[src/hw/rtl/dicrle_pkg.sv]
// Package for the DICOM RLE frame decoder.
// Holds frame constants, run-mode and register-index codes, and small helper functions.
// No dependencies.
`timescale 1ns / 1ps

package dicrle_pkg;

    // Frame header length in bytes (segment count plus fifteen offsets).
    localparam int HEADER_BYTES = 64;
    // Default limit on the number of segments in one frame.
    localparam int MAX_SEGMENTS_DEF = 15;

    // Largest plane size in pixels.
    localparam logic [24:0] MAX_PIXELS = 25'd16777216;
    // Run header byte that does nothing (-128).
    localparam logic [7:0] NOOP_CODE = 8'h80;

    // Configuration register reset values.
    localparam logic [24:0] PIXELS_RESET = 25'd262144;
    localparam logic [2:0]  BPS_RESET    = 3'd2;
    localparam logic [2:0]  SPP_RESET    = 3'd1;

    // Configuration register indexes.
    typedef enum logic [1:0] {
        CFG_PIXELS_PER_FRAME  = 2'd0,
        CFG_BYTES_PER_SAMPLE  = 2'd1,
        CFG_SAMPLES_PER_PIXEL = 2'd2
    } cfg_index_t;

    // PackBits decoding state within a segment.
    typedef enum logic [1:0] {
        MODE_HEADER    = 2'd0,
        MODE_LITERAL   = 2'd1,
        MODE_REPLICATE = 2'd2
    } run_mode_t;

    // Channel and byte lane of one segment.
    typedef struct packed {
        logic [1:0] sample;
        logic [1:0] lane;
    } lane_sel_t;

    // Saturate a 3-bit count to the range 1..4.
    function automatic logic [2:0] clamp14(input logic [2:0] v);
        logic [2:0] r;
        begin
            if (v == 3'd0) begin
                r = 3'd1;
            end else if (v > 3'd4) begin
                r = 3'd4;
            end else begin
                r = v;
            end
            return r;
        end
    endfunction

    // Split a segment index into channel and MSB-first byte lane.
    // The index is below 16, so division by three is a multiply by 11 and a shift.
    function automatic lane_sel_t seg_to_lane(input logic [3:0] seg, input logic [2:0] bps);
        lane_sel_t  r;
        logic [7:0] prod;
        logic [2:0] q3;
        logic [3:0] rem;
        begin
            prod = 8'({4'd0, seg} * 8'd11);
            q3   = 3'd0;
            rem  = 4'd0;
            case (bps)
                3'd1: begin
                    q3  = seg[2:0];
                    rem = 4'd0;
                end
                3'd2: begin
                    q3  = seg[3:1];
                    rem = {3'd0, seg[0]};
                end
                3'd3: begin
                    q3  = prod[7:5];
                    rem = seg - ({1'b0, q3} * 4'd3);
                end
                3'd4: begin
                    q3  = {1'b0, seg[3:2]};
                    rem = {2'd0, seg[1:0]};
                end
                default: begin
                    q3  = 3'd0;
                    rem = 4'd0;
                end
            endcase
            r.sample = q3[1:0];
            r.lane   = 2'(bps - 3'd1 - rem[2:0]);
            return r;
        end
    endfunction

endpackage

[src/hw/rtl/dicrle_seg_track.sv]
// Segment offset store and segment start search for the DICOM RLE decoder.
// Depends on dicrle_pkg.
`timescale 1ns / 1ps

module dicrle_seg_track
    import dicrle_pkg::*;
#(
    parameter int MAX_SEGMENTS = MAX_SEGMENTS_DEF,
    localparam int SEG_W = $clog2(MAX_SEGMENTS + 1)
) (
    input  logic             aclk,
    input  logic             wr_en,
    input  logic [3:0]       wr_idx,
    input  logic [31:0]      wr_data,
    input  logic [31:0]      position,
    input  logic [SEG_W-1:0] seg_count,
    input  logic [SEG_W-1:0] active,
    output logic [SEG_W-1:0] active_next
);

    logic [31:0]             offset_reg [MAX_SEGMENTS];
    logic [MAX_SEGMENTS-1:0] reached;

    // Offsets are written from the header; their contents before that are don't-care.
    always_ff @(posedge aclk) begin
        for (int i = 0; i < MAX_SEGMENTS; i++) begin
            if (wr_en && wr_idx == 4'(i)) begin
                offset_reg[i] <= wr_data;
            end
        end
    end

    // A segment is reached when it exists and its offset is at or below the position.
    always_comb begin
        for (int i = 0; i < MAX_SEGMENTS; i++) begin
            reached[i] = (SEG_W'(i) < seg_count) && (offset_reg[i] <= position);
        end
    end

    // The new active count is the first segment at or after the current one that is
    // not yet reached; every reached segment before it is started in order.
    always_comb begin
        active_next = SEG_W'(MAX_SEGMENTS);
        for (int i = MAX_SEGMENTS - 1; i >= 0; i--) begin
            if (SEG_W'(i) >= active && !reached[i]) begin
                active_next = SEG_W'(i);
            end
        end
    end

endmodule

[src/hw/rtl/dicom_rle_packbits_decoder.sv]
// Top level of the DICOM RLE (PackBits) frame decoder.
// Depends on dicrle_pkg and dicrle_seg_track.
`timescale 1ns / 1ps

// The decoder takes one compressed DICOM RLE frame as a byte stream, one byte per
// request, and emits one run request for each literal byte or replicated value: the
// value, how many pixels take it, the first pixel, the channel and the MSB-first byte
// lane. The 64-byte header is captured first. The final byte (tlast) always yields a
// request with tlast set and a status in tuser: 0 ok, 1 short header, 2 more segments
// than channel planes. Each byte passes an input register, one stage of decode logic
// and an output register; a new byte is taken every cycle unless the output stalls.
// The decode stage holds the offset compare over all segments and the run-length clip.
// Configuration must be written only while no request is in flight; it is not enforced.
module dicom_rle_packbits_decoder
    import dicrle_pkg::*;
#(
    parameter int MAX_SEGMENTS = MAX_SEGMENTS_DEF
) (
    input  logic        aclk,
    input  logic        aresetn,
    // Configuration write port.
    input  logic        cfg_wr_en,
    input  logic [1:0]  cfg_addr,
    input  logic [24:0] cfg_wr_data,
    // Compressed byte stream.
    input  logic        s_tvalid,
    output logic        s_tready,
    input  logic [7:0]  s_tdata,   // [7:0] data_byte
    input  logic        s_tlast,   // last
    // Decoded runs.
    output logic        m_tvalid,
    input  logic        m_tready,
    output logic [47:0] m_tdata,   // [7:0] value, [15:8] run_length, [39:16] pixel_start,
                                   // [41:40] sample_index, [43:42] byte_lane, [47:44] zero
    output logic        m_tlast,   // frame_done
    output logic [1:0]  m_tuser    // [1:0] status
);

    localparam int SEG_W = $clog2(MAX_SEGMENTS + 1);

    // Configuration registers.
    logic [24:0] ppf_reg;
    logic [2:0]  bps_reg;
    logic [2:0]  spp_reg;

    // Input register.
    logic        in_valid_reg;
    logic [7:0]  in_byte_reg;
    logic        in_last_reg;

    // Frame state.
    logic [31:0]      byte_pos_reg, byte_pos_next;
    logic [31:0]      hdr_word_reg, hdr_word_next;
    logic [31:0]      seg_total_reg, seg_total_next;
    logic [SEG_W-1:0] active_reg, active_next;
    run_mode_t        mode_reg, mode_next;
    logic [7:0]       remain_reg, remain_next;
    logic [7:0]       repeat_reg, repeat_next;
    logic [24:0]      pix_done_reg, pix_done_next;

    // Output register.
    logic        m_valid_reg, m_valid_next;
    logic [47:0] m_data_reg, m_data_next;
    logic        m_last_reg, m_last_next;
    logic [1:0]  m_user_reg, m_user_next;

    // Offset store interface.
    logic             off_wr_en;
    logic [3:0]       off_wr_idx;
    logic [SEG_W-1:0] seg_count;
    logic [SEG_W-1:0] search_active;

    logic advance;
    logic fire;

    assign advance  = !m_valid_reg || m_tready;
    assign fire     = in_valid_reg && advance;
    assign s_tready = !in_valid_reg || advance;

    assign m_tvalid = m_valid_reg;
    assign m_tdata  = m_data_reg;
    assign m_tlast  = m_last_reg;
    assign m_tuser  = m_user_reg;

    // Segment count in use, cut to the number of offset slots.
    assign seg_count = (seg_total_reg < 32'(MAX_SEGMENTS)) ? seg_total_reg[SEG_W-1:0]
                                                           : SEG_W'(MAX_SEGMENTS);

    dicrle_seg_track #(
        .MAX_SEGMENTS(MAX_SEGMENTS)
    ) u_seg_track (
        .aclk       (aclk),
        .wr_en      (off_wr_en),
        .wr_idx     (off_wr_idx),
        .wr_data    (hdr_word_next),
        .position   (byte_pos_reg),
        .seg_count  (seg_count),
        .active     (active_reg),
        .active_next(search_active)
    );

    // Configuration writes.
    always_ff @(posedge aclk) begin
        if (!aresetn) begin
            ppf_reg <= PIXELS_RESET;
            bps_reg <= BPS_RESET;
            spp_reg <= SPP_RESET;
        end else if (cfg_wr_en) begin
            case (cfg_index_t'(cfg_addr))
                CFG_PIXELS_PER_FRAME:  ppf_reg <= cfg_wr_data;
                CFG_BYTES_PER_SAMPLE:  bps_reg <= cfg_wr_data[2:0];
                CFG_SAMPLES_PER_PIXEL: spp_reg <= cfg_wr_data[2:0];
                default: begin
                end
            endcase
        end
    end

    // Input register.
    always_ff @(posedge aclk) begin
        if (!aresetn) begin
            in_valid_reg <= 1'b0;
        end else if (s_tvalid && s_tready) begin
            in_valid_reg <= 1'b1;
        end else if (fire) begin
            in_valid_reg <= 1'b0;
        end
        if (s_tvalid && s_tready) begin
            in_byte_reg <= s_tdata;
            in_last_reg <= s_tlast;
        end
    end

    // Decode of one byte: header capture, segment start, run state and clipping.
    always_comb begin
        logic [31:0] p;
        logic [2:0]  bps;
        logic [4:0]  planes;
        logic [3:0]  seg;
        logic [7:0]  count;
        logic [24:0] npix;
        logic [24:0] room;
        logic [7:0]  run_len;
        logic        have;
        logic [1:0]  status;
        lane_sel_t   sel;

        p       = byte_pos_reg;
        bps     = clamp14(bps_reg);
        planes  = {2'd0, bps} * {2'd0, clamp14(spp_reg)};
        seg     = 4'(5'(active_reg) - 5'd1);
        count   = 8'd0;
        npix    = (ppf_reg > MAX_PIXELS) ? MAX_PIXELS : ppf_reg;
        room    = 25'd0;
        run_len = 8'd0;
        have    = 1'b0;
        status  = 2'd0;
        sel     = seg_to_lane(seg, bps);

        byte_pos_next  = byte_pos_reg;
        hdr_word_next  = hdr_word_reg;
        seg_total_next = seg_total_reg;
        active_next    = active_reg;
        mode_next      = mode_reg;
        remain_next    = remain_reg;
        repeat_next    = repeat_reg;
        pix_done_next  = pix_done_reg;
        off_wr_en      = 1'b0;
        off_wr_idx     = 4'(p[5:2] - 4'd1);

        m_valid_next = 1'b0;
        m_data_next  = '0;
        m_last_next  = in_last_reg;
        m_user_next  = 2'd0;

        if (fire) begin
            if (p < 32'(HEADER_BYTES)) begin
                // Header: gather little-endian words.
                hdr_word_next = {in_byte_reg, hdr_word_reg[31:8]};
                if (p[1:0] == 2'b11) begin
                    if (p[5:2] == 4'd0) begin
                        seg_total_next = hdr_word_next;
                    end else begin
                        off_wr_en = (off_wr_idx < 4'(MAX_SEGMENTS));
                    end
                end
            end else begin
                // Start any segments whose offsets have been reached.
                active_next = search_active;
                if (search_active != active_reg) begin
                    mode_next     = MODE_HEADER;
                    remain_next   = 8'd0;
                    repeat_next   = 8'd0;
                    pix_done_next = 25'd0;
                end
                seg = 4'(5'(active_next) - 5'd1);
                sel = seg_to_lane(seg, bps);
                if (active_next != '0 && (5'(active_next) - 5'd1) < planes) begin
                    // PackBits run state.
                    case (mode_next)
                        MODE_LITERAL: begin
                            count = 8'd1;
                            if (remain_next != 8'd0) begin
                                remain_next = remain_next - 8'd1;
                            end
                            if (remain_next == 8'd0) begin
                                mode_next = MODE_HEADER;
                            end
                        end
                        MODE_REPLICATE: begin
                            count     = repeat_next;
                            mode_next = MODE_HEADER;
                        end
                        default: begin
                            if (!in_byte_reg[7]) begin
                                mode_next   = MODE_LITERAL;
                                remain_next = in_byte_reg + 8'd1;
                            end else if (in_byte_reg != NOOP_CODE) begin
                                mode_next   = MODE_REPLICATE;
                                repeat_next = 8'(9'd257 - {1'b0, in_byte_reg});
                            end else begin
                                mode_next = MODE_HEADER;
                            end
                        end
                    endcase
                    // Clip the run to the plane size.
                    if (count != 8'd0 && pix_done_next < npix) begin
                        room          = npix - pix_done_next;
                        run_len       = (25'(count) < room) ? count : room[7:0];
                        have          = 1'b1;
                        m_data_next   = {4'd0, sel.lane, sel.sample, pix_done_next[23:0],
                                         run_len, in_byte_reg};
                        pix_done_next = pix_done_next + 25'(run_len);
                    end
                end
            end

            byte_pos_next = (p == 32'hFFFF_FFFF) ? p : p + 32'd1;

            if (in_last_reg && p < 32'(HEADER_BYTES - 1)) begin
                status = 2'd1;
            end else if (seg_total_next > 32'(planes)) begin
                status = 2'd2;
            end
            m_valid_next = have || in_last_reg;
            m_user_next  = status;

            // End of frame: back to the reset state, registers and offsets kept.
            if (in_last_reg) begin
                byte_pos_next  = 32'd0;
                hdr_word_next  = 32'd0;
                seg_total_next = 32'd0;
                active_next    = '0;
                mode_next      = MODE_HEADER;
                remain_next    = 8'd0;
                repeat_next    = 8'd0;
                pix_done_next  = 25'd0;
            end
        end
    end

    // Frame state registers.
    always_ff @(posedge aclk) begin
        if (!aresetn) begin
            byte_pos_reg  <= 32'd0;
            hdr_word_reg  <= 32'd0;
            seg_total_reg <= 32'd0;
            active_reg    <= '0;
            mode_reg      <= MODE_HEADER;
            remain_reg    <= 8'd0;
            repeat_reg    <= 8'd0;
            pix_done_reg  <= 25'd0;
        end else begin
            byte_pos_reg  <= byte_pos_next;
            hdr_word_reg  <= hdr_word_next;
            seg_total_reg <= seg_total_next;
            active_reg    <= active_next;
            mode_reg      <= mode_next;
            remain_reg    <= remain_next;
            repeat_reg    <= repeat_next;
            pix_done_reg  <= pix_done_next;
        end
    end

    // Output register: loaded on every decoded byte, emptied when taken.
    always_ff @(posedge aclk) begin
        if (!aresetn) begin
            m_valid_reg <= 1'b0;
        end else if (fire) begin
            m_valid_reg <= m_valid_next;
        end else if (m_tready) begin
            m_valid_reg <= 1'b0;
        end
        if (fire) begin
            m_data_reg <= m_data_next;
            m_last_reg <= m_last_next;
            m_user_reg <= m_user_next;
        end
    end

    // The frame position starts over after the final byte of a frame.
    a_frame_restart: assert property (@(posedge aclk) disable iff (!aresetn)
        fire && in_last_reg |=> byte_pos_reg == 32'd0 && active_reg == '0)
        else $error("frame state not cleared after final byte");

    // A run never covers more than 128 pixels.
    a_run_bound: assert property (@(posedge aclk) disable iff (!aresetn)
        m_tvalid |-> m_tdata[15:8] <= 8'd128)
        else $error("run length above 128");

    // An empty run is only sent as the end-of-frame request.
    a_empty_is_done: assert property (@(posedge aclk) disable iff (!aresetn)
        m_tvalid && m_tdata[15:8] == 8'd0 |-> m_tlast)
        else $error("empty run without frame end");

    // The active segment count never passes the number of offset slots.
    a_active_bound: assert property (@(posedge aclk) disable iff (!aresetn)
        active_reg <= SEG_W'(MAX_SEGMENTS))
        else $error("active segment out of range");

endmodule

[config.mk]
export PLATFORM = sky130hd
export DESIGN_NAME = dicom_rle_packbits_decoder
export DESIGN_NICKNAME = d
export VERILOG_FILES = /design/src/hw/rtl/dicrle_pkg.sv /design/src/hw/rtl/dicrle_seg_track.sv /design/src/hw/rtl/dicom_rle_packbits_decoder.sv
export SDC_FILE = /design/constraint.sdc
export NUM_CORES = 2
export LEC_CHECK = 0
export ABC_CLOCK_PERIOD_IN_PS = 24600
export CAP_MARGIN = 20
export CELL_PAD_IN_SITES_DETAIL_PLACEMENT = 0
export CELL_PAD_IN_SITES_GLOBAL_PLACEMENT = 1
export CORE_ASPECT_RATIO = 0.8
export CORE_MARGIN = 4
export CORE_UTILIZATION = 40
export CTS_BUF_LIST = sky130_fd_sc_hd__clkbuf_8
export DETAILED_ROUTE_END_ITERATION = 7
export DONT_BUFFER_PORTS = 1
export PLACE_DENSITY = 0.61
export SETUP_SLACK_MARGIN = 0.02
export SYNTH_ARGS = -nofsm -noshare
export SYNTH_HDL_FRONTEND = slang
export SYNTH_SLANG_ARGS = --single-unit
[constraint.sdc]
create_clock -name aclk -period 24.6 [get_ports aclk]
set_clock_uncertainty 0.2 [all_clocks]
set_input_delay 1.23 -clock aclk [delete_from_list [all_inputs] [get_ports aclk]]
set_output_delay 1.23 -clock aclk [all_outputs]
set_load 0.01 [all_outputs]
==> flow_summary.yaml <==
synthesis:
  yosysUniqueCellTypes: 108
  synth_flop_cell: "edfxtp_1"
  yosys.area.top_type: "edfxtp_1"
  syn_inst: 3440
  synth_most_common_cell: "ha_1"
  synth_top_area_share_pct: 41.1
  async_flop_share_pct: 0
  syn_avg_cell_area_um2: 11.4
  synthTopCellsByArea: "edfxtp_1 (41%), ha_1 (18%), dfxtp_1 (9.0%)"
  netlist_top_cells_count: "ha_1 (553), edfxtp_1 (536), nand2_1 (274), a21oi_1 (247), nor2_1 (243)"
  ys_ff_latch: 712
  synth_edf_count: 536
  yosys_warnings: 0
  synth_area_um2: 39100
  yosysSeqAreaShare_pct: 50.1
clock_network:
  cts_buffers: 121
  ctsHoldBuffers: 0
  cts_setup_buffers: 0
  h-tree-depth: 3
  clk_pin_slew_ns: 0.06
  clock_latency_ns: 0.76
  clock-root-buffer: "clkbuf_8"
  post_cts_resized: 0
  cts_tree: "done"
  clock_path_buffers: 3
  clkSinkCount: 712
grt:
  grt_pass1_wl_um: 200000
  grt_pass1_vias: 27800
  grtUsageTotal_pct: 27.1
  grt_max_degree: 94
  antenna_found_initial: 13
  overflow: 0
drt:
  wirelength_um: 143000
  drt-met1-wl_um: 72400
  drt_pre_antenna_iters: 6
  wl_per_cell_um: 28.7
  routed-wl-met2_um: 53300
  drt_iter0_drc: 3163
  drtAntennaViolNets: 0
  vias: 29900
  drc: 0
  vias_per_cell: 6.01
  highest_layer: "met5"
  dr_wl_met3_um: 14700
worst_setup_path:
  worstSetupStartpointType: "flop"
  critPathCaptureType: "flop"
  max_stage_delay_ns: 0.92
  crit_top_cell: "a21oi_1"
  worstPathRequired_ns: 25.05
  path_max_fanout: 32
  critPathArrivalTime_ns: 13.10
  critPathKind: "reg -> reg"
  critPathSlowestCell: "nor4_1"
floorplan:
  die_h_um: 288
  coreArea_um2: 97000
  die_area_um2: 103000
  start_util_pct: 40.4
  num_rows: 102
  ioPinCount: 94
  fp.dieW_um: 358
power_and_ir_drop:
  leakage_nw: 16.4
  p_total_mw: 2.39
  powerDensity_nw_per_um2: 55.0
  ir_worst_vdd_mv: 0.0368
sta:
  hold_viol_final: 0
  rsz0062_at_grt: "no"
  max_slew_margin_pct: 21.3
  setup_ws_ns: 11.95
  min_period_over_period_pct: 51.4
  finalMaxSlewViolations: 0
  fmax_ghz: 0.0790
  holdWs_ns: 0.261
  finalSetupViolCount: 0
  worst_pin_slew_ns: 1.17
  period_needed_ns: 12.65
  fin_tns_setup_ns: 0
finish:
  fin_cells: 4965
  fin_area_um2: 43500
  fillers: 8965
  largest_register_ffs: 480
  fin_util_pct: 44.8
  syn2layout_area_growth_pct: 11.0
  finalNetCount: 4161
  drive_above_1_share_pct: 9.20
placement:
  hpwlAfterDp_um: 106000
  post-place-ws_ns: 12.09
  placedCellCount: 4736
  dpl-instance-area_um2: 41200
  numPortBuffers: 0
  place.gp.congestion: 0.960
min_path:
  hold_path_class: "reg -> reg"
status:
  status: "complete, no violations"
flow_run:
  cap_violations: 0
## worst max-delay path, delay by kind of cell, from the launching register on
| family | cells | cell delay [ns] |
|---|---|---|
| compound gates | 20 | 4.68 |
| mux | 1 | 0.23 |
| xor+xnor | 1 | 0.16 |
| flops | 1 | 0.51 |
| simple gates | 15 | 4.30 |
| fa+ha+maj | 5 | 1.76 |
| buf+inv | 4 | 0.68 |
## cells in the final DEF (no fill, tap or decap), types with 37 or more instances in the layout
cell type  instances
ha_1             553
edfxtp_1         536
nand2_1          274
a21oi_1          247
nor2_1           223
dfxtp_1          176
inv_1            168
clkbuf_8         131
nand4_1          110
nand3_1          102
o21ai_0           96
buf_4             85
nor3_1            77
a21o_1            57
xnor2_1           50
mux2i_1           49
nor4_1            44
nor2b_1           40
and3_1            40
o211ai_1          37
a22oi_1           37
## routing by layer
metal	GRT usage, %	vias to the layer above
li1	-	13500
met1	44.9	14900
met2	34.4	1294
met3	7.35	144
met4	4.65	2
met5	0	-
## final timing paths
check	start	endpoint	slack (ns)	depth (start not counted)
setup / recovery	byte_pos_reg[2]	pix_done_reg[20]	11.95	46
hold / removal	mode_reg[1]	mode_reg[1]	0.26	2
setup reg to reg	byte_pos_reg[2]	pix_done_reg[20]	11.95	46
hold reg to reg	mode_reg[1]	mode_reg[1]	0.26	2
## layout make-up
class,instances,area [µm²],share of cell area (%)
multi-input cells,2506,18800,43.2
clock buffers,130,1790,4.12
inverters,125,470,1.08
clock inverters,92,408,0.939
flip-flops and latches,712,19600,45.1
well taps,1300,1630,3.74
repair buffers,97,774,1.78
diodes,3,7.51,0.0173
## cell families (layout without fill, tap and decap cells)
group | after synthesis | count (layout) | share of synthesized area (%)
buffers and inverters | 225 | 444 | 2.37
DFF | 712 | 712 | 50.1
muxes | 57 | 57 | 1.49
and+or+nand+nor | 1093 | 1093 | 14.1
xor gates and xnor gates | 59 | 59 | 1.32
AOI/OAI and AO/OA | 736 | 736 | 12.7
adders and majority gates | 557 | 557 | 17.9
other | 1 | 7 | 0.00958
## report_power, final
part	switching [mW]	internal, mW
registers	0.00845	1.29
logic	0.0670	0.0285
clock network	0.503	0.494
Note: power is estimated with default switching activity, not from simulation.
